[src/rtl/crcfr_pkg.sv]
package crcfr_pkg;

    localparam logic [7:0]  MAX_LENGTH_RST = 8'd20;
    localparam logic [15:0] CRC_POLY       = 16'hA001;
    localparam logic [15:0] CRC_INIT       = 16'h0000;

    typedef enum logic [1:0] {
        PH_START   = 2'd0,
        PH_LEN     = 2'd1,
        PH_PAYLOAD = 2'd2,
        PH_CRC_LO  = 2'd3
    } t_rx_phase;

    typedef enum logic [2:0] {
        EV_NONE    = 3'd0,
        EV_DATA    = 3'd1,
        EV_GOOD    = 3'd2,
        EV_CRC_BAD = 3'd3,
        EV_LEN_REJ = 3'd4
    } t_event;

    typedef struct packed {
        t_event     event_res;
        logic [7:0] data_byte;
        logic [7:0] frame_cmd;
        logic [7:0] frame_len;
        logic       fail_count;
        logic       resync;
    } t_result;

    // reflected crc-16, one byte
    function automatic logic [15:0] crc_arc_byte(input logic [15:0] crc, input logic [7:0] b);
        logic [15:0] c;
        c = crc ^ {8'h00, b};
        for (int i = 0; i < 8; i++) begin
            if (c[0]) begin
                c = (c >> 1) ^ CRC_POLY;
            end else begin
                c = c >> 1;
            end
        end
        return c;
    endfunction

endpackage

[src/rtl/crcfr_in_if.sv]
interface crcfr_in_if;
    logic       valid;
    logic       ready;
    logic [7:0] rx_byte;

    modport source (output valid, output rx_byte, input ready);
    modport sink   (input valid, input rx_byte, output ready);
endinterface

[src/rtl/crcfr_out_if.sv]
interface crcfr_out_if;
    logic       valid;
    logic       ready;
    logic [2:0] event_res;
    logic [7:0] data_byte;
    logic [7:0] frame_cmd;
    logic [7:0] frame_len;
    logic       fail_count;
    logic       resync;

    modport source (
        output valid, output event_res, output data_byte, output frame_cmd,
        output frame_len, output fail_count, output resync, input ready
    );
    modport sink (
        input valid, input event_res, input data_byte, input frame_cmd,
        input frame_len, input fail_count, input resync, output ready
    );
endinterface

[src/rtl/crcfr_cfg_if.sv]
interface crcfr_cfg_if;
    logic       valid;
    logic       ready;
    logic [7:0] max_length;

    modport source (output valid, output max_length, input ready);
    modport sink   (input valid, input max_length, output ready);
endinterface

[src/rtl/crcfr_core.sv]
module crcfr_core #(
    parameter logic [7:0] P_MAX_LENGTH_RST = crcfr_pkg::MAX_LENGTH_RST
) (
    input  logic                i_clk,
    input  logic                i_rst_n,
    input  logic                i_cfg_we,
    input  logic [7:0]          i_cfg_max_length,
    input  logic                i_take,
    input  logic [7:0]          i_rx_byte,
    output crcfr_pkg::t_result  o_result
);

    crcfr_pkg::t_rx_phase r_phase, n_phase;
    logic [7:0]  r_max_length;
    logic [7:0]  r_remaining, n_remaining;
    logic [15:0] r_crc, n_crc;
    logic [7:0]  r_crc_high, n_crc_high;
    logic [7:0]  r_cmd, n_cmd;
    logic [7:0]  r_len, n_len;
    logic        r_fail, n_fail;

    logic [15:0] crc_seed;
    logic [15:0] crc_upd;
    logic        len_bad;
    logic        crc_match;

    assign crc_seed  = (r_phase == crcfr_pkg::PH_START) ? crcfr_pkg::CRC_INIT : r_crc;
    assign crc_upd   = crcfr_pkg::crc_arc_byte(crc_seed, i_rx_byte);
    assign len_bad   = i_rx_byte > r_max_length;
    assign crc_match = r_crc == {r_crc_high, i_rx_byte};

    // next phase
    always_comb begin
        n_phase = r_phase;
        case (r_phase)
            crcfr_pkg::PH_START: begin
                if (i_rx_byte != 8'd0) begin
                    n_phase = crcfr_pkg::PH_LEN;
                end
            end
            crcfr_pkg::PH_LEN: begin
                n_phase = len_bad ? crcfr_pkg::PH_START : crcfr_pkg::PH_PAYLOAD;
            end
            crcfr_pkg::PH_PAYLOAD: begin
                if (r_remaining == 8'd0) begin
                    n_phase = crcfr_pkg::PH_CRC_LO;
                end
            end
            crcfr_pkg::PH_CRC_LO: begin
                n_phase = crcfr_pkg::PH_START;
            end
            default: begin
                n_phase = crcfr_pkg::PH_START;
            end
        endcase
    end

    // datapath and result
    always_comb begin
        n_remaining = r_remaining;
        n_crc       = r_crc;
        n_crc_high  = r_crc_high;
        n_cmd       = r_cmd;
        n_len       = r_len;
        n_fail      = r_fail;
        o_result.event_res = crcfr_pkg::EV_NONE;
        o_result.data_byte = 8'd0;
        o_result.resync    = 1'b0;
        case (r_phase)
            crcfr_pkg::PH_START: begin
                if (i_rx_byte != 8'd0) begin
                    n_cmd = i_rx_byte;
                    n_crc = crc_upd;
                end else begin
                    n_fail = 1'b0;
                end
            end
            crcfr_pkg::PH_LEN: begin
                n_remaining = i_rx_byte;
                if (len_bad) begin
                    o_result.event_res = crcfr_pkg::EV_LEN_REJ;
                end else begin
                    n_len = i_rx_byte;
                    n_crc = crc_upd;
                end
            end
            crcfr_pkg::PH_PAYLOAD: begin
                if (r_remaining != 8'd0) begin
                    n_remaining        = r_remaining - 8'd1;
                    n_crc              = crc_upd;
                    o_result.event_res = crcfr_pkg::EV_DATA;
                    o_result.data_byte = i_rx_byte;
                end else begin
                    n_crc_high = i_rx_byte;
                end
            end
            crcfr_pkg::PH_CRC_LO: begin
                if (crc_match) begin
                    n_fail             = 1'b0;
                    o_result.event_res = crcfr_pkg::EV_GOOD;
                end else begin
                    o_result.event_res = crcfr_pkg::EV_CRC_BAD;
                    o_result.resync    = r_fail;
                    n_fail             = ~r_fail;
                end
            end
            default: begin
                n_fail = r_fail;
            end
        endcase
        o_result.frame_cmd  = n_cmd;
        o_result.frame_len  = (o_result.event_res == crcfr_pkg::EV_LEN_REJ) ? i_rx_byte : n_len;
        o_result.fail_count = n_fail;
    end

    always_ff @(posedge i_clk) begin
        if (!i_rst_n) begin
            r_max_length <= P_MAX_LENGTH_RST;
        end else if (i_cfg_we) begin
            r_max_length <= i_cfg_max_length;
        end
    end

    always_ff @(posedge i_clk) begin
        if (!i_rst_n) begin
            r_phase     <= crcfr_pkg::PH_START;
            r_remaining <= 8'd0;
            r_crc       <= crcfr_pkg::CRC_INIT;
            r_crc_high  <= 8'd0;
            r_cmd       <= 8'd0;
            r_len       <= 8'd0;
            r_fail      <= 1'b0;
        end else if (i_take) begin
            r_phase     <= n_phase;
            r_remaining <= n_remaining;
            r_crc       <= n_crc;
            r_crc_high  <= n_crc_high;
            r_cmd       <= n_cmd;
            r_len       <= n_len;
            r_fail      <= n_fail;
        end
    end

endmodule

[src/rtl/crcfr_out_stage.sv]
module crcfr_out_stage (
    input  logic               i_clk,
    input  logic               i_rst_n,
    input  logic               i_take,
    input  crcfr_pkg::t_result i_result,
    input  logic               i_ready,
    output logic               o_can_take,
    output logic               o_valid,
    output crcfr_pkg::t_result o_result
);

    logic               r_valid;
    crcfr_pkg::t_result r_result;

    // a beat may enter when the slot is empty or drains this cycle
    assign o_can_take = !r_valid || i_ready;
    assign o_valid    = r_valid;
    assign o_result   = r_result;

    always_ff @(posedge i_clk) begin
        if (!i_rst_n) begin
            r_valid <= 1'b0;
        end else if (i_take) begin
            r_valid <= 1'b1;
        end else if (i_ready) begin
            r_valid <= 1'b0;
        end
    end

    always_ff @(posedge i_clk) begin
        if (i_take) begin
            r_result <= i_result;
        end
    end

endmodule

[src/rtl/crc16_serial_frame_receiver_top.sv]
// a result beat is registered and appears in the cycle after its input beat is accepted
// throughput: one input beat per cycle while the output register can take it; the byte crc update is combinational
// an input beat is taken whenever the output register is empty or being read
// reset: synchronous, active low; parser idle, crc and failure count cleared
// max_length returns to its default of 20 on reset
module crc16_serial_frame_receiver_top #(
    parameter logic [7:0] P_MAX_LENGTH_RST = crcfr_pkg::MAX_LENGTH_RST
) (
    input  logic         i_clk,
    input  logic         i_rst_n,
    crcfr_in_if.sink     i_in,
    crcfr_cfg_if.sink    i_cfg,
    crcfr_out_if.source  o_out
);

    crcfr_pkg::t_result core_result;
    crcfr_pkg::t_result out_result;
    logic               can_take;
    logic               take;

    assign i_in.ready  = can_take;
    assign take        = i_in.valid && can_take;
    assign i_cfg.ready = 1'b1;

    crcfr_core #(
        .P_MAX_LENGTH_RST (P_MAX_LENGTH_RST)
    ) u_core (
        .i_clk            (i_clk),
        .i_rst_n          (i_rst_n),
        .i_cfg_we         (i_cfg.valid),
        .i_cfg_max_length (i_cfg.max_length),
        .i_take           (take),
        .i_rx_byte        (i_in.rx_byte),
        .o_result         (core_result)
    );

    crcfr_out_stage u_out_stage (
        .i_clk      (i_clk),
        .i_rst_n    (i_rst_n),
        .i_take     (take),
        .i_result   (core_result),
        .i_ready    (o_out.ready),
        .o_can_take (can_take),
        .o_valid    (o_out.valid),
        .o_result   (out_result)
    );

    assign o_out.event_res  = out_result.event_res;
    assign o_out.data_byte  = out_result.data_byte;
    assign o_out.frame_cmd  = out_result.frame_cmd;
    assign o_out.frame_len  = out_result.frame_len;
    assign o_out.fail_count = out_result.fail_count;
    assign o_out.resync     = out_result.resync;

    a_beat_to_result: assert property (@(posedge i_clk) disable iff (!i_rst_n)
        i_in.valid && i_in.ready |=> o_out.valid)
        else $error("accepted beat produced no result");

    a_resync_clears: assert property (@(posedge i_clk) disable iff (!i_rst_n)
        o_out.valid && o_out.resync |->
            o_out.event_res == crcfr_pkg::EV_CRC_BAD && !o_out.fail_count)
        else $error("resync without crc mismatch or with failure count set");

    a_data_only_payload: assert property (@(posedge i_clk) disable iff (!i_rst_n)
        o_out.valid && o_out.event_res != crcfr_pkg::EV_DATA |-> o_out.data_byte == 8'd0)
        else $error("data byte set outside a payload beat");

endmodule

[src/flat_wrapper.sv]
// flat-port wrapper written by rule: the top's interface ports become plain ports
module crc16_serial_frame_receiver_top_flat 
#(
    parameter logic [7:0] P_MAX_LENGTH_RST = crcfr_pkg::MAX_LENGTH_RST
)
  (i_clk, i_rst_n, i_in_valid, i_in_rx_byte, i_in_ready, i_cfg_valid, i_cfg_max_length, i_cfg_ready, o_out_valid, o_out_event_res, o_out_data_byte, o_out_frame_cmd, o_out_frame_len, o_out_fail_count, o_out_resync, o_out_ready);
  crcfr_in_if i_in_i ();
  crcfr_cfg_if i_cfg_i ();
  crcfr_out_if o_out_i ();
  input  logic i_clk;
  input  logic i_rst_n;
  input wire logic [$bits(i_in_i.valid)-1:0] i_in_valid;
  input wire logic [$bits(i_in_i.rx_byte)-1:0] i_in_rx_byte;
  output wire logic [$bits(i_in_i.ready)-1:0] i_in_ready;
  input wire logic [$bits(i_cfg_i.valid)-1:0] i_cfg_valid;
  input wire logic [$bits(i_cfg_i.max_length)-1:0] i_cfg_max_length;
  output wire logic [$bits(i_cfg_i.ready)-1:0] i_cfg_ready;
  output wire logic [$bits(o_out_i.valid)-1:0] o_out_valid;
  output wire logic [$bits(o_out_i.event_res)-1:0] o_out_event_res;
  output wire logic [$bits(o_out_i.data_byte)-1:0] o_out_data_byte;
  output wire logic [$bits(o_out_i.frame_cmd)-1:0] o_out_frame_cmd;
  output wire logic [$bits(o_out_i.frame_len)-1:0] o_out_frame_len;
  output wire logic [$bits(o_out_i.fail_count)-1:0] o_out_fail_count;
  output wire logic [$bits(o_out_i.resync)-1:0] o_out_resync;
  input wire logic [$bits(o_out_i.ready)-1:0] o_out_ready;
  assign i_in_i.valid = i_in_valid;
  assign i_in_i.rx_byte = i_in_rx_byte;
  assign i_in_ready = i_in_i.ready;
  assign i_cfg_i.valid = i_cfg_valid;
  assign i_cfg_i.max_length = i_cfg_max_length;
  assign i_cfg_ready = i_cfg_i.ready;
  assign o_out_valid = o_out_i.valid;
  assign o_out_event_res = o_out_i.event_res;
  assign o_out_data_byte = o_out_i.data_byte;
  assign o_out_frame_cmd = o_out_i.frame_cmd;
  assign o_out_frame_len = o_out_i.frame_len;
  assign o_out_fail_count = o_out_i.fail_count;
  assign o_out_resync = o_out_i.resync;
  assign o_out_i.ready = o_out_ready;
  crc16_serial_frame_receiver_top #(.P_MAX_LENGTH_RST(P_MAX_LENGTH_RST)) u_core (.i_clk(i_clk), .i_rst_n(i_rst_n), .i_in(i_in_i), .i_cfg(i_cfg_i), .o_out(o_out_i));
endmodule
[config.mk]
export PLATFORM = sky130hd
export DESIGN_NAME = crc16_serial_frame_receiver_top_flat
export DESIGN_NICKNAME = d
export VERILOG_FILES = /design/src/rtl/crcfr_pkg.sv /design/src/rtl/crcfr_in_if.sv /design/src/rtl/crcfr_out_if.sv /design/src/rtl/crcfr_cfg_if.sv /design/src/rtl/crcfr_core.sv /design/src/rtl/crcfr_out_stage.sv /design/src/rtl/crc16_serial_frame_receiver_top.sv /design/src/flat_wrapper.sv
export SDC_FILE = /design/constraint.sdc
export NUM_CORES = 1
export LEC_CHECK = 0
export BUFFER_PORTS_ARGS = -buffer_cell sky130_fd_sc_hd__buf_2
export CORE_UTILIZATION = 56
export DETAILED_ROUTE_END_ITERATION = 6
export PLACE_DENSITY = 0.77
export SLEW_MARGIN = 15
export SYNTH_ARGS = -nofsm -noshare
export SYNTH_HDL_FRONTEND = slang
export SYNTH_HIERARCHICAL = 1
export SYNTH_SLANG_ARGS = --single-unit
[constraint.sdc]
create_clock -name i_clk -period 3.6 [get_ports i_clk]
set_clock_uncertainty 0.15 [all_clocks]
set_input_delay 0.72 -clock i_clk [delete_from_list [all_inputs] [get_ports i_clk]]
set_output_delay 0.72 -clock i_clk [all_outputs]
set_load 0.01 [all_outputs]
[After elaboration in Yosys (flattened, before gate mapping)]
Index checks and enable logic that the tools add are counted.
Word-level totals
  register bits: 89
  output and inout bits: 32
Operators by class
  add/sub/neg operators: 1
  order comparisons: 1
  equality and inequality tests: 9
  multiplexer cells: 33
  bitwise logic cells: 12
  reduce and logical (&&, ||, !) cells: 16
Operators with widths (count)
  16-bit 2-to-1 mux: 12
  8-bit 2-to-1 mux: 6
  16-bit one-hot mux with 3 select lines: 1
  2-bit inverter with 3-bit output: 8
  16-bit == test: 1
  8-bit one-hot mux with 2 select lines: 1
  8-bit nonzero test: 2
  16-bit by 8-bit bitwise XOR with 16-bit output: 1
  9-bit 2-to-1 mux: 1
  3-bit one-hot mux with 3 select lines: 1
  3-bit AND reduction: 3
  8-bit > comparator: 1
  8-bit logical NOT: 1
  2-bit one-hot mux with 4 select lines: 1
  8-bit by 1-bit subtractor with 8-bit output (second input constant): 1
  2-bit 2-to-1 mux: 3
  2-bit != test (second input constant): 3
  1-bit 2-to-1 mux: 5
  5-bit AND reduction: 1
  2-bit == test (second input constant): 2
  2-bit nonzero test: 2
  3-bit == test (second input constant): 1
  3-bit 2-to-1 mux: 1
  1-bit inverter: 3
  10 further kinds: 10

[Longest topological paths before layout]
  depth in word-level cells: 21
  depth in mapped cells: 10

[Hierarchy]
The synthesis kept the hierarchy.
Modules (own cells, without submodules)
  crcfr_core: instances 1, cells each 434, area each 3588.4 µm², seq. area each 1181.1 µm²
  crcfr_out_stage: instances 1, cells each 33, area each 919.6 µm², seq. area each 890.9 µm²
  crc16_serial_frame_receiver_top: instances 1, cells each 3, area each 17.5 µm², seq. area each 0.0 µm²

[Worst setup path before layout]
Ideal clock, no wire load.
  path kind: input to register
  from: input o_out_ready
  to: register u_core.u_core.r_crc[7]
  setup time: 70 ps
  arrival time: 2972 ps
  required time: 3380 ps
  setup slack: 407 ps
  cell stages on the path: 8
  path buffers: 2
  path through: nand2b_4 -> and2_1 -> clkbuf_1 -> o31ai_2 -> or3_1 -> buf_4 -> or3_1 -> a21oi_1
Between the ends
  cells in the longest elaborated chain, start to end: 3
RTL lines
  start, declared: RTL line flat_wrapper.sv:25  | input wire logic [$bits(o_out_i.ready)-1:0] o_out_ready;
  1-bit logical OR: RTL line crcfr_out_stage.sv:16  | assign o_can_take = !r_valid || i_ready;
  1-bit logical AND: RTL line crc16_serial_frame_receiver_top.sv:22  | assign take = i_in.valid && can_take;
  net u_core.take: RTL line crc16_serial_frame_receiver_top.sv:19  | logic take;
  5-bit AND reduction (no line)
  end signal, assigned: RTL line crcfr_core.sv:128  | r_crc <= crcfr_pkg::CRC_INIT;
  end signal, assigned: RTL line crcfr_core.sv:136  | r_crc <= n_crc;
  end, declared: RTL line crcfr_core.sv:16  | logic [15:0] r_crc, n_crc;
The timed path passes the listed nets, and every way through them passes these cells.
A chain may end at the register's enable or synchronous reset.

[Worst setup path after layout]
  from: register u_core.u_core.r_phase[0]
  to: register u_core.u_core.r_crc[0]
Between the ends
  cells in the longest elaborated chain, start to end: 14
  elaborated cells on any way between the ends: 30
RTL lines
  start, declared: RTL line crcfr_core.sv:13  | crcfr_pkg::t_rx_phase r_phase, n_phase;
  start signal, assigned: RTL line crcfr_core.sv:126  | r_phase <= crcfr_pkg::PH_START;
  start signal, assigned: RTL line crcfr_core.sv:134  | r_phase <= n_phase;
  2-bit logical NOT: RTL line crcfr_core.sv:27, crcfr_core.sv:69
  16-bit 2-to-1 mux: RTL line crcfr_core.sv:27  | assign crc_seed = (r_phase == crcfr_pkg::PH_START) ? crcfr_pkg::CRC_INIT : r_crc;
  16-bit by 8-bit bitwise XOR with 16-bit output: RTL line crcfr_pkg.sv:34  | c = crc ^ {8'h00, b};
  16-bit 2-to-1 mux / 2-bit inverter with 3-bit output (equally long branches) (7 in a row)
  2-bit inverter with 3-bit output (no line) / 16-bit 2-to-1 mux (equally long branches)
  16-bit 2-to-1 mux: RTL line crcfr_pkg.sv:36  | if (c[0]) begin
  16-bit 2-to-1 mux, on equally long branches: RTL line crcfr_core.sv:88, crcfr_core.sv:71, crcfr_core.sv:80
  16-bit one-hot mux with 3 select lines: RTL line crcfr_core.sv:69  | case (r_phase)
Several ways; a longest one is shown, not always the timed one. The select of a mux whose other input is x is not followed.

==> results.md <==
* Status: completed
* Core ar. at 7770 um^2
* DR vias at 3,652
* CP Capture Type: register
* Clock network power share at 0.313
* Net load switching power at approximately 650 uW
* Pin count of the biggest net entering global routing at 46
* Critical Path AT at 3060 ps
* Worst skew pair latency at 360 ps
* Synth async-reset ratio at 0
* CTS Sinks at 89
* Yosys cell types at between 50 and 60
* Die H at 91.9 um
* Crit share post-route at 0.815
* Placed Cells at 603
* Area Overhead vs Synth at 11.9%
* Post-synth top area share at 0.265
* Port buffer count at 51
* CTS clk-pin slew, worst paths at 90 ps
* Post-synth top flop: dfxtp_1
* Antenna violations before repair at 0
* Post-synthesis cell count at 470
* Pre-antenna DRT Iters at 5
* Cts hold-fix bufs at 0
* Post-CTS sizing at 0
* Slew headroom at 0.553
* Placement Cell Area at slightly below 5000 um^2
* DP Wirelength at 6930 um
* Post-CTS setup buffer count at 0
* Req. time, crit path at 3720 ps
* Total grt overflow at 0
* Warnings from Yosys at 6
* Syn Area/Cell at 9.63 um^2
* Root buffer cell: clkbuf_8
* Flop pwr share at 0.499
* MaxCap Viol Count at 0
* Synth area leaders: dfxtp_1 27%, edfxtp_1 19%, xnor2_1 7.9%
* PwrDens at 451 nW/um^2
* Share of layout cells above drive strength 1 at 0.184
* Vias in the first global route at 3,415
* Die area at 8440 um^2
* Combinational power share at 0.188
* Final wirelength at between 10,000 and 15,000 um
* Worst slew pin tran at 670 ps
* HP Class: reg -> reg
* GRT Total Usage at 0.258
* Critical path class: reg -> reg
* # DRC at 0
* FP Rows at 32
* Die Wd at 91.9 um
* # IOs at 53
* Flops & latches, synth at 89
* Static Leak at 0.00193 uW
* Post-route setup TNS at 0 ps
* GP Congestion at 0.905
* Fmax at 341 MHz
* Top-count cell post-synth: dfxtp_1
* CP Max Fanout at 15
* Maximum VDD drop at 254 uV
* Setup slack after layout at 666 ps
* Via/cell ratio at 5.90
* Commonest cells in the netlist: 60 x dfxtp_1, 48 x a21oi_1, 43 x nor2_1
* Final setup fails at 0
* Net Sw Frac at 0.285
* Startpoint types: register
* Hold Vio Cnt, Final at 0
* Fin. max-slew vios at 0
* Post-route ant nets at 0
* RSZ-0062 raised after global routing: false
* Min Tclk post-route at 2930 ps
* Initial core utilization at 0.583
* Routed len/inst at ~17 um
* Pre-CTS setup slack at 507 ps
* Global-route wire length before repair at 17,000 um
* Final Instance Area at 5070 um^2
* TritonCTS clock tree: built
* Post-synth EDFFs at 29
* Int Power at 1630 uW
* Mapped cell area at ~4500 um^2
* Num CTS Buffers at 9
* Nets@finish at 547
* DRT iter0 DRCs at 219
* Fin cells at 619
* Ant diodes at 0
* Seq/Total Area, Yosys at 0.458
* H-tree Lvls at 3
* Leading area contributor after synthesis: dfxtp_1
* Synthesized Nets at 505
* Max clock buf depth at 2
## per-layer routing
layer	GRT usage	up-vias	routed length, um
li1	-	1734	-
met1	0.342	1743	4500
met2	0.427	161	5090
met3	0.0290	14	655
met4	0.113	0	172
met5	0	-	0
## final cells by class
type	count	area [um^2]
clock buffer	10	138
clock inverter	6	72.6
fill	634	2700
inverter	21	78.8
multi-input combinational	328	2220
sequential	89	2070
tap	102	128
timing repair buffer	63	358
## kinds of logic after synthesis
group | Yosys count | synth area share
fa+ha+maj | 14 | 0.0387
flops | 89 | 0.458
simple gates | 133 | 0.146
xor+xnor | 46 | 0.100
buf+inv | 53 | 0.0520
mux | 22 | 0.0509
compound gates | 112 | 0.154
other cells | 1 | 0.000829
## power groups by stage
stage | registers (uW) | clock network (uW) | logic, uW
after floorplan | 1170 | 0 | 302
after global placement | 1160 | 0 | 411
after detailed placement | 1160 | 0 | 421
after CTS | 1140 | 723 | 426
after global routing | 1150 | 760 | 468
final | 1140 | 716 | 429
## worst paths after layout
path                                      end  depth (start not counted)  slack (ps)                   startpoint
setup reg to reg       u_core/u_core/r_crc[0]                          9         670     u_core/u_core/r_phase[0]
setup / recovery       u_core/u_core/r_crc[0]                          9         670     u_core/u_core/r_phase[0]
hold / removal    u_core/u_core/r_crc_high[1]                          2         320  u_core/u_core/r_crc_high[1]
hold reg to reg   u_core/u_core/r_crc_high[1]                          2         320  u_core/u_core/r_crc_high[1]
## per-stage QoR
| step | total power (uW) | hold WS (ps) | utilization |
|---|---|---|---|
| floorplan | 1470 | 294 | - |
| global placement | 1570 | 306 | 0.625 |
| detailed placement | 1580 | 308 | 0.625 |
| CTS | 2290 | 320 | 0.652 |
| global route | 2370 | 343 | 0.652 |
| finish | 2280 | 320 | 0.652 |
## registers in the layout (all words and copies together), names as in the netlist, named ones only
register	flops
u_core/u_out_stage/o_result	29
u_core/u_core/r_crc	16
u_core/u_core/r_cmd	8
u_core/u_core/r_crc_high	8
u_core/u_core/r_len	8
u_core/u_core/r_max_length	8
u_core/u_core/r_remaining	8
u_core/u_core/r_fail	1
u_core/u_core/r_phase	1
u_core/u_out_stage/o_valid	1
## worst max-delay path: stages (launching register included)
cell and delay [ps]:
dfxtp_1 430, inv_1 90, ha_1 350, buf_12 220
nor2b_4 100, xnor2_1 140, xnor3_1 440, xnor3_2 280
xnor3_1 400, a311oi_1 250
## cell usage in the layout (no fill, tap or decap), types with 14 or more instances in the layout
master,n
a21oi_1,48
buf_2,51
dfxtp_1,60
edfxtp_1,29
ha_1,14
inv_1,20
mux2i_1,14
nand2_1,28
nand3_1,14
nor2_1,43
o21ai_1,14
xnor2_1,41
Note: power is estimated with default switching activity, not from simulation.
